### src/design/bpa_pkg.sv
// Shared codes and fixed widths for the block pool allocator.
package bpa_pkg;

  localparam int unsigned BLK_BYTES_W  = 24;
  localparam int unsigned POOL_BYTES_W = 34;
  localparam int unsigned CFG_DATA_W   = 34;
  localparam int unsigned CFG_INDEX_W  = 1;
  localparam int unsigned STATUS_W     = 3;

  typedef logic [STATUS_W-1:0]    status_t;
  typedef logic [CFG_INDEX_W-1:0] cfg_index_t;

  localparam status_t ST_APPENDED = 3'd0;
  localparam status_t ST_REUSED   = 3'd1;
  localparam status_t ST_NOMEM    = 3'd2;
  localparam status_t ST_FREED    = 3'd3;
  localparam status_t ST_BADID    = 3'd4;

  localparam logic KIND_ALLOC = 1'b0;
  localparam logic KIND_FREE  = 1'b1;

  localparam cfg_index_t CFG_BLK_BYTES  = 1'b0;
  localparam cfg_index_t CFG_POOL_BYTES = 1'b1;

  localparam logic [BLK_BYTES_W-1:0]  BLK_BYTES_RST  = 24'd64;
  localparam logic [POOL_BYTES_W-1:0] POOL_BYTES_RST = 34'd65536;

endpackage

### src/design/bpa_core.sv
// Allocator state, request decision and result register.
module bpa_core #(
  parameter int unsigned MAX_BLOCKS = 1024,
  parameter int unsigned IDW        = 10,
  parameter int unsigned PW         = 11
) (
  input  logic                         clk,
  input  logic                         rst_n,
  input  logic                         item_valid,
  input  logic                         item_kind,
  input  logic [IDW-1:0]               item_id,
  input  logic                         cap_ok,
  input  logic [PW-1:0]                link_rd,
  output logic [PW-1:0]                appended,
  output logic                         link_we,
  output logic [IDW-1:0]               link_wa,
  output logic [PW-1:0]                link_wd,
  output logic [IDW-1:0]               link_ra,
  output logic                         out_valid,
  output bpa_pkg::status_t             out_status,
  output logic [IDW-1:0]               out_granted_id,
  output logic [PW-1:0]                out_used_count,
  output logic [PW-1:0]                out_appended_count
);

  localparam logic [PW-1:0] NULL_PTR = PW'(MAX_BLOCKS);

  // head_next_r caches the link word of the head so a pop needs no read latency;
  // the memory fetches the link of head_next_nxt in the same cycle
  logic [PW-1:0] head_r, head_nxt;
  logic [PW-1:0] head_next_r, head_next_nxt;
  logic [PW-1:0] appended_r, appended_nxt;
  logic [PW-1:0] used_r, used_nxt;

  logic                out_valid_r;
  bpa_pkg::status_t    status_r, status_nxt;
  logic [IDW-1:0]      granted_r, granted_nxt;
  logic [PW-1:0]       used_out_r;
  logic [PW-1:0]       app_out_r;

  logic list_nonempty;
  logic do_pop, do_append, do_free, is_alloc;

  assign list_nonempty = head_r < NULL_PTR;
  assign is_alloc      = item_valid && (item_kind == bpa_pkg::KIND_ALLOC);
  assign do_pop        = is_alloc && list_nonempty;
  assign do_append     = is_alloc && !list_nonempty && (appended_r < NULL_PTR) && cap_ok;
  assign do_free       = item_valid && (item_kind == bpa_pkg::KIND_FREE)
                         && (PW'(item_id) < appended_r);

  always_comb begin
    head_nxt      = head_r;
    head_next_nxt = head_next_r;
    appended_nxt  = appended_r;
    used_nxt      = used_r;
    granted_nxt   = '0;
    status_nxt    = bpa_pkg::ST_NOMEM;
    if (do_pop) begin
      head_nxt      = head_next_r;
      // head linked to itself: this pop clears that very link
      head_next_nxt = (head_next_r == head_r) ? NULL_PTR : link_rd;
      granted_nxt   = head_r[IDW-1:0];
      status_nxt    = bpa_pkg::ST_REUSED;
    end else if (do_append) begin
      appended_nxt  = appended_r + PW'(1);
      granted_nxt   = appended_r[IDW-1:0];
      status_nxt    = bpa_pkg::ST_APPENDED;
    end else if (do_free) begin
      head_nxt      = PW'(item_id);
      head_next_nxt = head_r;
      status_nxt    = bpa_pkg::ST_FREED;
    end else if (item_kind == bpa_pkg::KIND_FREE) begin
      status_nxt    = bpa_pkg::ST_BADID;
    end
    if ((do_pop || do_append) && (used_r < NULL_PTR)) begin
      used_nxt = used_r + PW'(1);
    end else if (do_free && (used_r != '0)) begin
      used_nxt = used_r - PW'(1);
    end
  end

  // a pop clears the taken block's link, a free links the block to the old head
  assign link_we = do_pop || do_free;
  assign link_wa = do_pop ? head_r[IDW-1:0] : item_id;
  assign link_wd = do_pop ? NULL_PTR : head_r;
  assign link_ra = head_next_nxt[IDW-1:0];

  always_ff @(posedge clk) begin
    if (!rst_n) begin
      head_r      <= NULL_PTR;
      head_next_r <= NULL_PTR;
      appended_r  <= '0;
      used_r      <= '0;
      out_valid_r <= 1'b0;
    end else begin
      head_r      <= head_nxt;
      head_next_r <= head_next_nxt;
      appended_r  <= appended_nxt;
      used_r      <= used_nxt;
      out_valid_r <= item_valid;
    end
  end

  always_ff @(posedge clk) begin
    if (item_valid) begin
      status_r   <= status_nxt;
      granted_r  <= granted_nxt;
      used_out_r <= used_nxt;
      app_out_r  <= appended_nxt;
    end
  end

  assign appended           = appended_r;
  assign out_valid          = out_valid_r;
  assign out_status         = status_r;
  assign out_granted_id     = granted_r;
  assign out_used_count     = used_out_r;
  assign out_appended_count = app_out_r;

endmodule

### config.mk
export PLATFORM = sky130hd
export DESIGN_NAME = bpa_core
export DESIGN_NICKNAME = d
export VERILOG_FILES = /design/src/design/bpa_pkg.sv /design/src/design/bpa_core.sv
export SDC_FILE = /design/constraint.sdc
export NUM_CORES = 1
export LEC_CHECK = 0
export BUFFER_PORTS_ARGS = -buffer_cell sky130_fd_sc_hd__buf_4
export CAP_MARGIN = 25
export CORE_ASPECT_RATIO = 1.5
export CORE_MARGIN = 3
export CORE_UTILIZATION = 55
export CTS_CLUSTER_DIAMETER = 200
export DETAILED_ROUTE_END_ITERATION = 8
export PLACE_DENSITY = 0.82
export SYNTH_ARGS = -nofsm -noshare
export SYNTH_HDL_FRONTEND = slang
export SYNTH_SLANG_ARGS = --single-unit
### constraint.sdc
create_clock -name clk -period 3.8 [get_ports clk]
set_input_delay 0.19 -clock clk [delete_from_list [all_inputs] [get_ports clk]]
set_output_delay 0.19 -clock clk [all_outputs]
set_load 0.01 [all_outputs]
# Word level (Yosys, flattened, before mapping)
# Cells that the tools add are included.
[word_totals] regBits=80 latch_bits=0 ramBits=0 rom_bits=0 in_bits=26 output_inout_bits=79 memories=0
[classes] n_addsub=3 mul=0 div_mod_pow=0 n_lt_le_gt_ge=4 eq_ne=2 shifts=0 mux=18 bitwise=1 reduce_logical=17
[op_table] op="two-way mux 11 bit" n=12
[op_table] op="< comparator 11 bit (second input constant)" n=3
[op_table] op="two-way mux 10 bit" n=3
[op_table] op="adder 11 x 1 -> 11 bit (second input constant)" n=2
[op_table] op="== test 11 bit" n=1
[op_table] op="< comparator 10 x 11 -> 1 bit" n=1
[op_table] op="nonzero test 11 bit" n=1
[op_table] op="subtractor 11 x 1 -> 11 bit (second input constant)" n=1
[op_table] op="logical AND 1 bit" n=9
[op_table] op="two-way mux 3 bit" n=1
[op_table] op="OR reduction 3 bit" n=1
[op_table] op="logical OR 1 bit" n=2
[op_table] op="two-way mux 2 bit" n=1
[op_table] op="inequality test 2 bit (second input constant)" n=1
[op_table] op="AND reduction 2 bit" n=1
[op_table] op="nonzero test 2 bit" n=1
[op_table] op="OR reduction 2 bit" n=1
[op_table] op="logical NOT 1 bit" n=1
[op_table] op="two-way mux 1 bit" n=1
[op_table] op="NOT 1 bit" n=1

# Longest topological paths before layout
[logic_depth] ltp_word=8 ltp_mapped=10 mapped_depth_nobuf=8

# Worst setup path before layout
# Ideal clock, no wire load.
[synth_path] kind="register to output" start="register appended_r[8] (netlist: appended[8])" end="output link_ra[3]" arrival_ns=2.207 path_slack_ns=1.403 path_stages_with_launch=11 n_path_buf=2 cell_sequence="dfxtp_1 > inv_1 > ha_1 > nand4b_1 > nor3_1 > nor3_2 > nand2_2 > buf_2 > mux2i_1 > o21ai_0 > buf_4"
[synth_via] elab_chain_len=5
[synth_rtl] item="start, declared" line_no="bpa_core.sv:32" rtl="logic [PW-1:0] appended_r, appended_nxt;"
[synth_rtl] item="start signal, assigned" line_no="bpa_core.sv:98" rtl="appended_r <= appended_nxt;"
[synth_rtl] item="< comparator 10 x 11 -> 1 bit / < comparator 11 bit (equally long branches)" line_no="bpa_core.sv:49, bpa_core.sv:47"
[synth_rtl] item="logical AND 1 bit (on tied branches)" line_no="bpa_core.sv:49, bpa_core.sv:47"
[synth_rtl] item="two-way mux 11 bit / logical AND 1 bit (equally long branches)" line_no="bpa_core.sv:68, bpa_core.sv:47"
[synth_rtl] item="two-way mux 11 bit *" line_no="bpa_core.sv:64" rtl="end else if (do_append) begin"
[synth_rtl] item="two-way mux 11 bit *" line_no="bpa_core.sv:58" rtl="if (do_pop) begin"
[synth_rtl] item="end, declared" line_no="bpa_core.sv:18" rtl="output logic [IDW-1:0] link_ra,"
# Every way passes the cells marked *; elsewhere a longest branch is shown, timed or not. The select of a mux whose other input is x is not followed.

# Worst setup path after layout
[layout_path] start="register appended_r[9] (netlist: appended[9])" end="output link_ra[8]"
# Same word-level chain as after synthesis.

==> results.md <==
* Share of cells above drive strength 1 at 24.95%
* Post-CTS Setup Repair Bufs at 0
* Net count, final at 583
* Hold depth at 3
* R2R cell count at 8
* WP depth at 9
* Pins Over Slew Limit at 0
* I/O Buffers at 104
* Number of synthesized flops with an enable pin at 35
* Worst setup SP type: register
* Antenna violations before repair at 0
* Final core utilization at 70.13%
* Clock Latency Late Sink at 0.35 ns
* Syn. warnings at 0
* Antenna Diode Count at 0
* Post-Syn Nets at 492
* Die height at 112.7 µm
* Area leader, netlist: edfxtp_1
* Wire length per cell at 15.64 µm
* Worst-path clk slew at 0.08 ns
* Worst vdd ir at 0.1908 mV
* Via density at 5.401
* Critical-path top delay cell: nand2_2
* Core Rows at 38
* Final setup fails at 0
* Area of the mapped netlist at 4178 µm²
* Die area at 8699 µm²
* Via count at 3505
* Leak at 2.270 nW
* Fin crit share at 81.06%
* Delay-heaviest family, CP: simple AND/OR/NAND/NOR gates
* Pre-antenna DRT Iters at 5
* Max_cap viols at 0
* Worst setup EP type: output pin
* Chip Width at 77.16 µm
* Avg Cell Area, Syn at 9.222 µm²
* Share of the synthesized area in the top cell type at 25.16%
* IO Pins at 105
* Clk root buf: clkbuf_8
* Run status: finished, final reports clean
* CP Cell Sequence: inv_1 -> ha_1 -> nand4b_1 -> nor2_1 -> nand4_1 -> nand2_2 -> mux2i_1 -> o21ai_0 -> buf_4
* Initial core utilization at 57.06%
* Ys flop type: dfxtp_1
* CTS tree: yes
* Hold crit path type: in -> reg
* H-tree depth at 3
* CP max FO at 25
* Flop and latch count out of synthesis at 80
* Placeable Area at 7322 µm²
* Drt drc at 0
* Layout area overhead at 22.91%
* Power per cell area at 351.0 nW/µm²
* Fill cells at 609
* Post-synthesis cell count at 453
* Antenna-violating nets left at 0
* First-pass GRT wire length at 16730 µm
* Worst path max stage delay at 0.56 ns
* RSZ-0062 raised after global routing: no
* Worst-Margin Slew at 1.100 ns
* Max_slew headroom at 26.09%
* Clk buf depth at 2
* Number of global-route vias before repair at 3536
* Drt total wl at 10150 µm
* Kind of critical path: reg -> out
* Post-Route Skew at 0.007533 ns
* Worst path bufs/invs at 2
* GRT Util Overall at 24.11%
* Initial DRC count at 251
* Resize count post-CTS at 0
* Hold Vio Cnt, Final at 0
* Req. time, crit path at 3.61 ns
* Grt total ovfl at 0
* Setup TNS Final at 0 ns
* Post-synth ARST share at 0%
* CTS sink cnt at 80
* Post-DP HPWL at 7718 µm
* FMAX at 0.3246 GHz
* Most common cell in the netlist: nand2_1
* Minimum clock period at 3.080 ns
* Hold buffers post-CTS at 0
* Placer Congestion at 0.9414
* CTS buffer count at 9
* Synth unique cells at 49
* Arr. time, crit path at 2.89 ns
* Largest cells by area after synthesis: edfxtp_1, dfxtp_1, nand2_1
* Top post-synthesis cells by count: nand2_1, dfxtp_1, edfxtp_1
* Largest net degree at the start of global routing at 50
* Sequential area share after synthesis at 46.72%
-- flip-flops by register name (all words and copies together), names as in the netlist --
register            flops
out_used_count         11
out_valid               1
head_next_r            11
out_status              3
used_r                 11
appended               11
out_granted_id         10
head_r                 11
out_appended_count     11
-- kinds of logic after synthesis --
group / synth area share, %
buffers and inverters: 5.121
adders and majority gates: 3.893
xor gates and xnor gates: 5.660
AOI/OAI and AO/OA: 10.30
DFF: 46.72
muxes: 3.833
and+or+nand+nor: 24.47
-- routing by layer --
layer	part of all wire [%]	vias up	GRT usage, %	routed length [µm]
li1	-	1732	-	-
met1	40	1603	27.46	4050
met2	49	141	41.03	4977
met3	6.8	29	4.936	688
met4	4.3	0	15.08	433
met5	0	-	0	0
-- worst paths after layout --
kind / from / end / slack (ns)
min reg2reg: used_r[7] / used_r[7] / 0.54
min: link_rd[0] / head_next_r[0] / 0.04
max reg2reg: appended[9] / out_used_count[7] / 1.03
max: appended[9] / link_ra[8] / 0.72
-- final cells by class --
| cell class | instances | area, µm² | area share [%] |
|---|---|---|---|
| Timing Repair Buffer | 108 | 810.8 | 15.79 |
| Tap cell | 100 | 125.1 | 2.437 |
| Clock inverter | 3 | 16.27 | 0.3168 |
| Inverter | 16 | 60.06 | 1.170 |
| Clock buffer | 13 | 158.9 | 3.095 |
| Multi-Input combinational cell | 329 | 2012 | 39.18 |
| Sequential cell | 80 | 1952 | 38.01 |
-- report_power, final --
group / switching, mW / total (mW) / internal [mW] / leakage [nW]
logic: 0.148 / 0.279 / 0.131 / 1.46
registers: 0.0293 / 0.964 / 0.935 / 0.721
clock network: 0.288 / 0.558 / 0.270 / 0.0871
total: 0.466 / 1.80 / 1.34 / 2.27
-- layout by cell type, fill, tap and decap left out, drive strengths merged, types with 3 or more instances in the layout --
cell,count
nand2,117
buf,108
dfxtp,45
edfxtp,35
o21ai,34
and2,25
xnor2,24
inv,16
mux2i,16
ha,13
clkbuf,13
nand2b,12
a31oi,11
nand3,10
nor3,10
a21oi,9
nor2,8
nand4,6
and3,6
xor2,3
or3,3
-- through the flow --
stage	hold WS, ns	power [mW]	cell area (µm²)	instances	setup slack [ns]
6_report	0.04368	1.802	5135	649	0.7197
5_1_grt	0.04355	1.875	5135	649	0.4430
4_1_cts	0.02936	1.810	5135	649	0.6912
3_5_place_dp	0.3998	1.262	4960	633	1.005
3_3_place_gp	0.3979	1.257	4960	633	1.046
2_1_floorplan	0.2986	1.140	4178	453	1.403
-- worst min-delay path, stage by stage --
cell and delay, ns:
buf_4 0.08, nand2_1 0.03, o21ai_0 0.05
(Power assumes the default switching activity.)
