### config.mk
export PLATFORM = sky130hd
export DESIGN_NAME = bpa_cap_check
export DESIGN_NICKNAME = d
export VERILOG_FILES = /design/src/design/bpa_pkg.sv /design/src/design/bpa_cap_check.sv
export SDC_FILE = /design/constraint.sdc
export NUM_CORES = 1
export LEC_CHECK = 0
export BUFFER_PORTS_ARGS = -buffer_cell sky130_fd_sc_hd__buf_2
export CAP_MARGIN = 15
export CORE_MARGIN = 1
export CORE_UTILIZATION = 60
export DETAILED_ROUTE_END_ITERATION = 6
export PLACE_DENSITY = 0.8
export REMOVE_ABC_BUFFERS = 1
export SLEW_MARGIN = 30
export SYNTH_ARGS = -nofsm -noshare
export SYNTH_HDL_FRONTEND = slang
export SYNTH_SLANG_ARGS = --single-unit
export TNS_END_PERCENT = 1
### constraint.sdc
create_clock -name vclk -period 15.4
set_input_delay 2.31 -clock vclk [all_inputs]
set_output_delay 2.31 -clock vclk [all_outputs]
set_load 0.02 [all_outputs]
### src/design/bpa_pkg.sv
// Shared codes and fixed widths for the block pool allocator.
package bpa_pkg;

  localparam int unsigned BLK_BYTES_W  = 24;
  localparam int unsigned POOL_BYTES_W = 34;
  localparam int unsigned CFG_DATA_W   = 34;
  localparam int unsigned CFG_INDEX_W  = 1;
  localparam int unsigned STATUS_W     = 3;

  typedef logic [STATUS_W-1:0]    status_t;
  typedef logic [CFG_INDEX_W-1:0] cfg_index_t;

  localparam status_t ST_APPENDED = 3'd0;
  localparam status_t ST_REUSED   = 3'd1;
  localparam status_t ST_NOMEM    = 3'd2;
  localparam status_t ST_FREED    = 3'd3;
  localparam status_t ST_BADID    = 3'd4;

  localparam logic KIND_ALLOC = 1'b0;
  localparam logic KIND_FREE  = 1'b1;

  localparam cfg_index_t CFG_BLK_BYTES  = 1'b0;
  localparam cfg_index_t CFG_POOL_BYTES = 1'b1;

  localparam logic [BLK_BYTES_W-1:0]  BLK_BYTES_RST  = 24'd64;
  localparam logic [POOL_BYTES_W-1:0] POOL_BYTES_RST = 34'd65536;

endpackage

### src/design/bpa_cap_check.sv
// Capacity check: may one more block be appended within the pool size.
module bpa_cap_check #(
  parameter int unsigned PW = 11
) (
  input  logic [PW-1:0]                         appended,
  input  logic [bpa_pkg::BLK_BYTES_W-1:0]       blk_bytes,
  input  logic [bpa_pkg::POOL_BYTES_W-1:0]      pool_bytes,
  output logic                                  cap_ok
);

  localparam int unsigned PRODW = PW + bpa_pkg::BLK_BYTES_W;
  localparam int unsigned CMPW  = (PRODW > bpa_pkg::POOL_BYTES_W) ? PRODW
                                                                 : bpa_pkg::POOL_BYTES_W;

  logic [PW-1:0]    count_inc;
  logic [PRODW-1:0] bytes_needed;

  // count_inc may wrap when appended is already at the bound; the core gates that case
  assign count_inc    = appended + PW'(1);
  assign bytes_needed = PRODW'(count_inc) * PRODW'(blk_bytes);
  assign cap_ok       = CMPW'(bytes_needed) <= CMPW'(pool_bytes);

endmodule

# ---- After elaboration in Yosys (flattened, before gate mapping)
# Cells that the tools add are included.
dict set report classes {
  add_sub_neg 1
  multipliers 1
  n_div 0
  n_lt_le_gt_ge 1
  n_eq_ne 0
  shifts 0
  muxes 0
  bitwise_logic 0
  reduce_logical 0
}
# cell n
set ops {}
lappend ops {{35-bit by 34-bit less-or-equal comparator with 1-bit output} 1}
lappend ops {{11-bit by 24-bit multiplier with 35-bit output} 1}
lappend ops {{11-bit by 1-bit adder with 11-bit output (second input constant)} 1}
dict set report totals {
  register_bits 0
  latchBits 0
  ramBits 0
  mem_bits_ro 0
  in_bits 69
  memories 0
}

# ---- Depth between registers and ports, before layout
# Gate-level depths: netlist of run 1.
dict set report depth {
  word_depth 3
  ltp_mapped 32
  depth_no_buf 31
}

# ---- Worst setup path after synthesis of run 1
# OpenSTA, ideal clock, no wires.
dict set report synth_path {
  path_kind {input-to-output}
  start {input appended[4]}
  end {output cap_ok}
  arrival_time_ps 9571
  required_time_ps 13090
  path_slack_ps 3519
  cell_stages 29
  path_cell_list {and3_1 -> and2_1 -> nand2_1 -> nor3_1 -> xor2_1 -> clkbuf_1 -> and2_1 -> fa_1 -> fa_1 -> fa_1 -> fa_1 -> inv_1 -> fa_1 -> inv_1 -> ha_1 -> a21o_1 -> a311o_1 -> a221o_1 -> a21oi_2 -> a21boi_2 -> a21bo_1 -> a311o_1 -> ha_1 -> a21o_1 -> a21oi_1 -> o21ai_0 -> a211oi_1 -> a21oi_1 -> a211oi_1}
}
dict set report synth_via {
  elab_chain_len 3
}
# element line_no
set synth_rtl {}
lappend synth_rtl {{from (decl)} bpa_cap_check.sv:5} ;# input logic [PW-1:0] appended,
lappend synth_rtl {{11-bit by 1-bit adder with 11-bit output} bpa_cap_check.sv:19} ;# assign count_inc = appended + PW'(1);
lappend synth_rtl {{11-bit by 24-bit multiplier with 35-bit output} bpa_cap_check.sv:20} ;# assign bytes_needed = PRODW'(count_inc) * PRODW'(blk_bytes);
lappend synth_rtl {{35-bit by 34-bit less-or-equal comparator with 1-bit output} bpa_cap_check.sv:21} ;# assign cap_ok = CMPW'(bytes_needed) <= CMPW'(pool_bytes);
lappend synth_rtl {{to (decl)} bpa_cap_check.sv:8} ;# output logic cap_ok
# Every way passes these cells.

# ---- Worst setup path after layout of run 1
dict set report layout_path {
  start {input appended[0]}
  end {output cap_ok}
}
# Same word-level chain as after synthesis.

==> metrics.md, run 1 <==
| Metric | Value |
|---|---|
| Status | `finished clean` |
| CP delay by family, top | `adder cells` |
| Clock buf count | `0` |
| Die Wd | `127 um` |
| Critical Path RT | `13.09 ns` |
| Area grow syn2layout | `5.56%` |
| Post-synth top area cell | `fa_1` |
| Grt ovf | `0` |
| Synth top area share | `41.8%` |
| Startpoint Class | `input pin` |
| Yosys warns | `0` |
| WHS | `5.32 ns` |
| Via density | `5.61` |
| Seq cells | `0` |
| WP data arrival | `10.37 ns` |
| Mean routed wirelength per cell | `15.8 um` |
| Vias in the first global route | `8021` |
| Max stage delay on crit path | `0.54 ns` |
| Resize count post-CTS | `0` |
| Via count | `7761` |
| WL final | `21.9 mm` |
| Setup TNS | `0 ns` |
| Post-synthesis average cell area | `8.23 um2` |
| Post-CTS setup buffer count | `0` |
| Detailed Routing Iterations Pass 1 | `6` |
| Port Buffers | `70` |
| Cell mode on critical path | `fa_1` |
| Nets | `1549` |
| Setup Viol. Count Final | `0` |
| Largest net degree at the start of global routing | `30` |
| Setup crit end | `cap_ok` |
| Initial antenna violation count | `0` |
| Area contributors post-synth | `fa_1, ha_1, inv_1` |
| PnR worst setup slack | `2.72 ns` |
| Crit path buf inv count | `5` |
| Relative slew slack | `40.0%` |
| Min Tclk post-route | `12.68 ns` |
| Register area share after synthesis | `0%` |
| Tcrit/Tclk final | `82.3%` |
| Critical Path Source | `appended[0]` |
| Share of layout cells above drive strength 1 | `7.76%` |
| Placed wire-length estimate | `18.0 mm` |
| Post-DRT Antenna Nets | `0` |
| # rows | `45` |
| Mapped Cells | `1147` |
| Number of DRC markers in iteration 0 | `397` |
| Setup CP Type | `input pin to output port` |
| Post-placement setup slack | `2.74 ns` |
| RSZ-0062 raised after global routing | `no` |
| Core ar. | `0.0153 mm2` |
| Die height | `127 um` |
| Unique masters post-synth | `51` |
| Die Footprint | `0.0162 mm2` |
| WP depth | `30` |
| Initial Util | `61.8%` |
| Fmax | `78.9 MHz` |
| Worst-path maximum fanout | `29` |
| Final Util | `65.3%` |
| Global-route wire length before repair | `37.0 mm` |
| Reg area | `0 um2` |
| CP max stage cell | `fa_1` |
| Residual DRC count | `0` |
| CTS hold repair buffers | `0` |
| Crit. End Element | `output port` |
| Cell Area, Synth | `0.00944 mm2` |
| Antenna cells | `0` |
| Max_cap viols | `0` |
| Type of the worst min-delay path | `input pin to output port` |
| Final hold vios | `0` |
| Max-slew violations | `0` |
| All-layer global routing usage | `28.3%` |
| GPL Wtd Cong | `0.903` |
| Worst slew pin tran | `0.900 ns` |
| IO Pins | `70` |
==> metal layers <==
metal / share of wire, % / track usage [%] / up-vias
met3: 5.6 / 0.921 / 44
met5: 0 / 0 / -
met4: 2.1 / 5.95 / 0
met1: 40 / 36.4 / 3862
li1: - / - / 3570
met2: 52 / 53.2 / 285
==> worst min-delay path: stages <==
cell and delay [ns]:
buf_2 0.09, inv_1 0.05, ha_1 0.14, a211oi_1 0.05, a21oi_1 0.13, a211oi_1 0.08, buf_2 0.16
==> area by class of cell <==
class / count / area [um2]
Tap cell: 211 / 264
Inverter: 244 / 916
Timing Repair Buffer: 79 / 418
Fill cell: 1324 / 5300
Multi-Input combinational cell: 850 / 8360
==> through the flow <==
stage | area (um2) | cells
after floorplan | 9230 | 1094
after global placement | 9960 | 1384
after detailed placement | 9960 | 1384
after CTS | 9960 | 1384
after global routing | 9960 | 1384
final | 9960 | 1384
==> worst min path at each step <==
stage	start	endpoint	slack (ns)	cells past startpoint
floorplan	pool_bytes[26]	cap_ok	5.09	5
global placement	pool_bytes[26]	cap_ok	5.29	7
detailed placement	pool_bytes[26]	cap_ok	5.31	7
CTS	pool_bytes[26]	cap_ok	5.31	7
global route	pool_bytes[26]	cap_ok	5.37	7
finish	pool_bytes[26]	cap_ok	5.32	7
==> synthesized netlist by cell type, drive strengths merged (2+ instances only) <==
master,count
o311ai,3
a221oi,2
a211oi,7
nand3,14
and2,95
fa,197
and4,3
o211ai,4
a31oi,5
inv,244
nor3,8
o21ai,25
clkbuf,49
nand4,12
a211o,2
xnor2,22
o21a,4
a311o,2
nor2b,12
nand2,176
or3,3
nor2,30
and3,4
ha,108
o21bai,6
buf,4
a21boi,2
a21oi,38
xor2,9
nand2b,17
a21o,25
a221o,2
==> cell families (layout without fill, tap and decap cells) <==
family | count (synthesis) | after routing | synth area share (%)
and+or+nand+nor | 376 | 376 | 19.3
adders and majority gates | 305 | 305 | 56.1
buffers and inverters | 297 | 323 | 11.9
AOI/OAI and AO/OA | 138 | 138 | 9.81
xor gates and xnor gates | 31 | 31 | 2.88
==> cells in the final DEF (no fill, tap or decap), drive strengths merged, types with 2 or more instances in the layout <==
cell type and instances:
nor2 30, xor2 9, o21a 4, o21ai 25, buf 79, and2 95, and3 4, nand4 12
nor2b 12, nand2b 17, a21oi 38, a21boi 2, a21o 25, ha 108, a31oi 5, nand3 14
inv 244, a311o 2, o21bai 6, o311ai 3, o211ai 4, fa 197, nand2 176, a221o 2
and4 3, a221oi 2, xnor2 22, or3 3, a211oi 7, a211o 2, nor3 8
Power of run 1 is not shown: default switching activity piles up to over one toggle a cycle in this logic, so the estimate is an artifact.
==> inputs of run 2 (changes only) <==
Settings changed: ABC_AREA set to 1.
Clock period 15.4 ns to 13.15 ns, I/O delays scaled along.
==> run 2 against run 1 <==
Compared with the run above:
- final cell count increased by 5.1%
- non-clock buffer count down 9
- sequential share of layout area is the same
- area after synthesis decreased by 1.3%
- synthesized cell count is 7.1% higher
- core utilization shrank 1.1 points
- count of clock-buffer cells in the layout did not move
- cell area decreased by 2.1%
- wire length increased by 5.1%
==> metrics.md, run 2 <==
| Metric | Value |
|---|---|
| Status | `finished clean` |
| Max-slew violations | `0` |
| Die Footprint | `0.0160 mm2` |
| Register area share after synthesis | `0%` |
| Critical Path Source | `appended[0]` |
| Antenna cells | `0` |
| Detailed Routing Iterations Pass 1 | `5` |
| Startpoint Class | `input pin` |
| Core ar. | `0.0152 mm2` |
| # rows | `45` |
| Max stage delay on crit path | `0.58 ns` |
| Mean routed wirelength per cell | `15.9 um` |
| Cell Area, Synth | `0.00931 mm2` |
| Share of layout cells above drive strength 1 | `9.00%` |
| Grt ovf | `0` |
| Initial Util | `61.3%` |
| Post-route insts no fill | `1454` |
| Post-synthesis average cell area | `7.58 um2` |
| Worst slew pin tran | `0.957 ns` |
| Setup Viol. Count Final | `0` |
| Resize count post-CTS | `0` |
| Residual DRC count | `0` |
| Max_cap viols | `0` |
| Unique masters post-synth | `45` |
| IO Pins | `70` |
| All-layer global routing usage | `30.5%` |
| Post-synth top area cell | `fa_1` |
| GPL Wtd Cong | `0.981` |
| Post-DRT Antenna Nets | `0` |
| Final Util | `64.2%` |
| Commonest non-fill, non-tap cell in the layout | `inv_1` |
| Placed wire-length estimate | `19.9 mm` |
| Setup crit end | `cap_ok` |
| Die height | `127 um` |
| DP Cell Count | `1454` |
| Tcrit/Tclk final | `87.8%` |
| Area contributors post-synth | `fa_1, ha_1, inv_1` |
| Mapped Cells | `1229` |
| Initial antenna violation count | `0` |
| Adder-cell share of the synthesized area | `56.9%` |
| WHS | `4.63 ns` |
| Main combinational cell family by area after synthesis | `adder cells` |
| CTS hold repair buffers | `0` |
| Synth Area in Simple Gates | `20.1%` |
| Port Buffers | `70` |
| Crit. End Element | `output port` |
| Seq cells | `0` |
| Synth top area share | `42.3%` |
| Reg area | `0 um2` |
| CP max stage cell | `inv_1` |
| Yosys warns | `0` |
| Most frequent cells in the layout | `inv_1, nand2_1, fa_1` |
| Synth Area in Compound Gates | `5.98%` |
| Largest net degree at the start of global routing | `25` |
| Worst-path maximum fanout | `15` |
| Vias in the first global route | `8182` |
| Clock buf count | `0` |
| Via density | `5.44` |
| Final hold vios | `0` |
| Number of DRC markers in iteration 0 | `462` |
| Min Tclk post-route | `11.55 ns` |
| Critical Path RT | `11.18 ns` |
| Most numerous cell in the Yosys netlist | `inv_1` |
| Fmax | `86.6 MHz` |
| Nets | `1642` |
| RSZ-0062 raised after global routing | `no` |
| Synth top cells by count | `inv_1, nand2_1, fa_1` |
| WL final | `23.1 mm` |
| Setup TNS | `0 ns` |
| Post-CTS setup buffer count | `0` |
| Cell mode on critical path | `nand2_1` |
| XOR/XNOR Fraction of Synth Area | `2.73%` |
| Multiplexer area fraction after synthesis | `0%` |
| Type of the worst min-delay path | `input pin to output port` |
| Via count | `7913` |
| Relative slew slack | `36.2%` |
| Global-route wire length before repair | `38.7 mm` |
| Setup CP Type | `input pin to output port` |
| Die Wd | `127 um` |
| WP data arrival | `9.58 ns` |
| Area grow syn2layout | `4.74%` |
==> run 2: metrics by stage <==
step           area, um2  setup slack, ns
6_report            9750             1.60
3_3_place_gp        9750             1.89
2_1_floorplan       9170             3.03
5_1_grt             9750             1.07
4_1_cts             9750             1.72
3_5_place_dp        9750             1.73
==> run 2: metal layers <==
metal	up-vias	routed length, um	GRT usage, %
met3	67	1380	2.24
met4	0	989	12.1
li1	3686	-	-
met1	3878	8960	39.1
met2	282	11700	53.8
met5	-	0	0
==> run 2: worst min-delay path by stage <==
| stage | from | end | slack (ns) | cells after the start |
|---|---|---|---|---|
| 2_1_floorplan | pool_bytes[33] | cap_ok | 4.37 | 7 |
| 3_3_place_gp | pool_bytes[33] | cap_ok | 4.59 | 9 |
| 3_5_place_dp | pool_bytes[33] | cap_ok | 4.63 | 9 |
| 4_1_cts | pool_bytes[33] | cap_ok | 4.62 | 9 |
| 5_1_grt | pool_bytes[33] | cap_ok | 4.72 | 9 |
| 6_report | pool_bytes[33] | cap_ok | 4.63 | 9 |
==> run 2: critical path: cells and delay by family <==
kind                       cells  cell delay [ns]
buffers and inverters          6             1.15
xor gates and xnor gates       1             0.15
and+or+nand+nor               19             2.02
adders and majority gates      8             3.48
AOI/OAI and AO/OA              4             0.74
==> run 2: cell families after synthesis <==
| family | count (synthesis) |
|---|---|
| compound gates | 89 |
| xor+xnor | 29 |
| buf+inv | 350 |
| fa+ha+maj | 305 |
| simple gates | 456 |
==> run 2: cell type report <==
cell class | count | area [um2]
multi-input cells | 879 | 7980
fillers | 1365 | 5450
inverters | 317 | 1190
repair buffers | 70 | 350
well taps | 188 | 235
Power of run 2 is left out for the same reason.
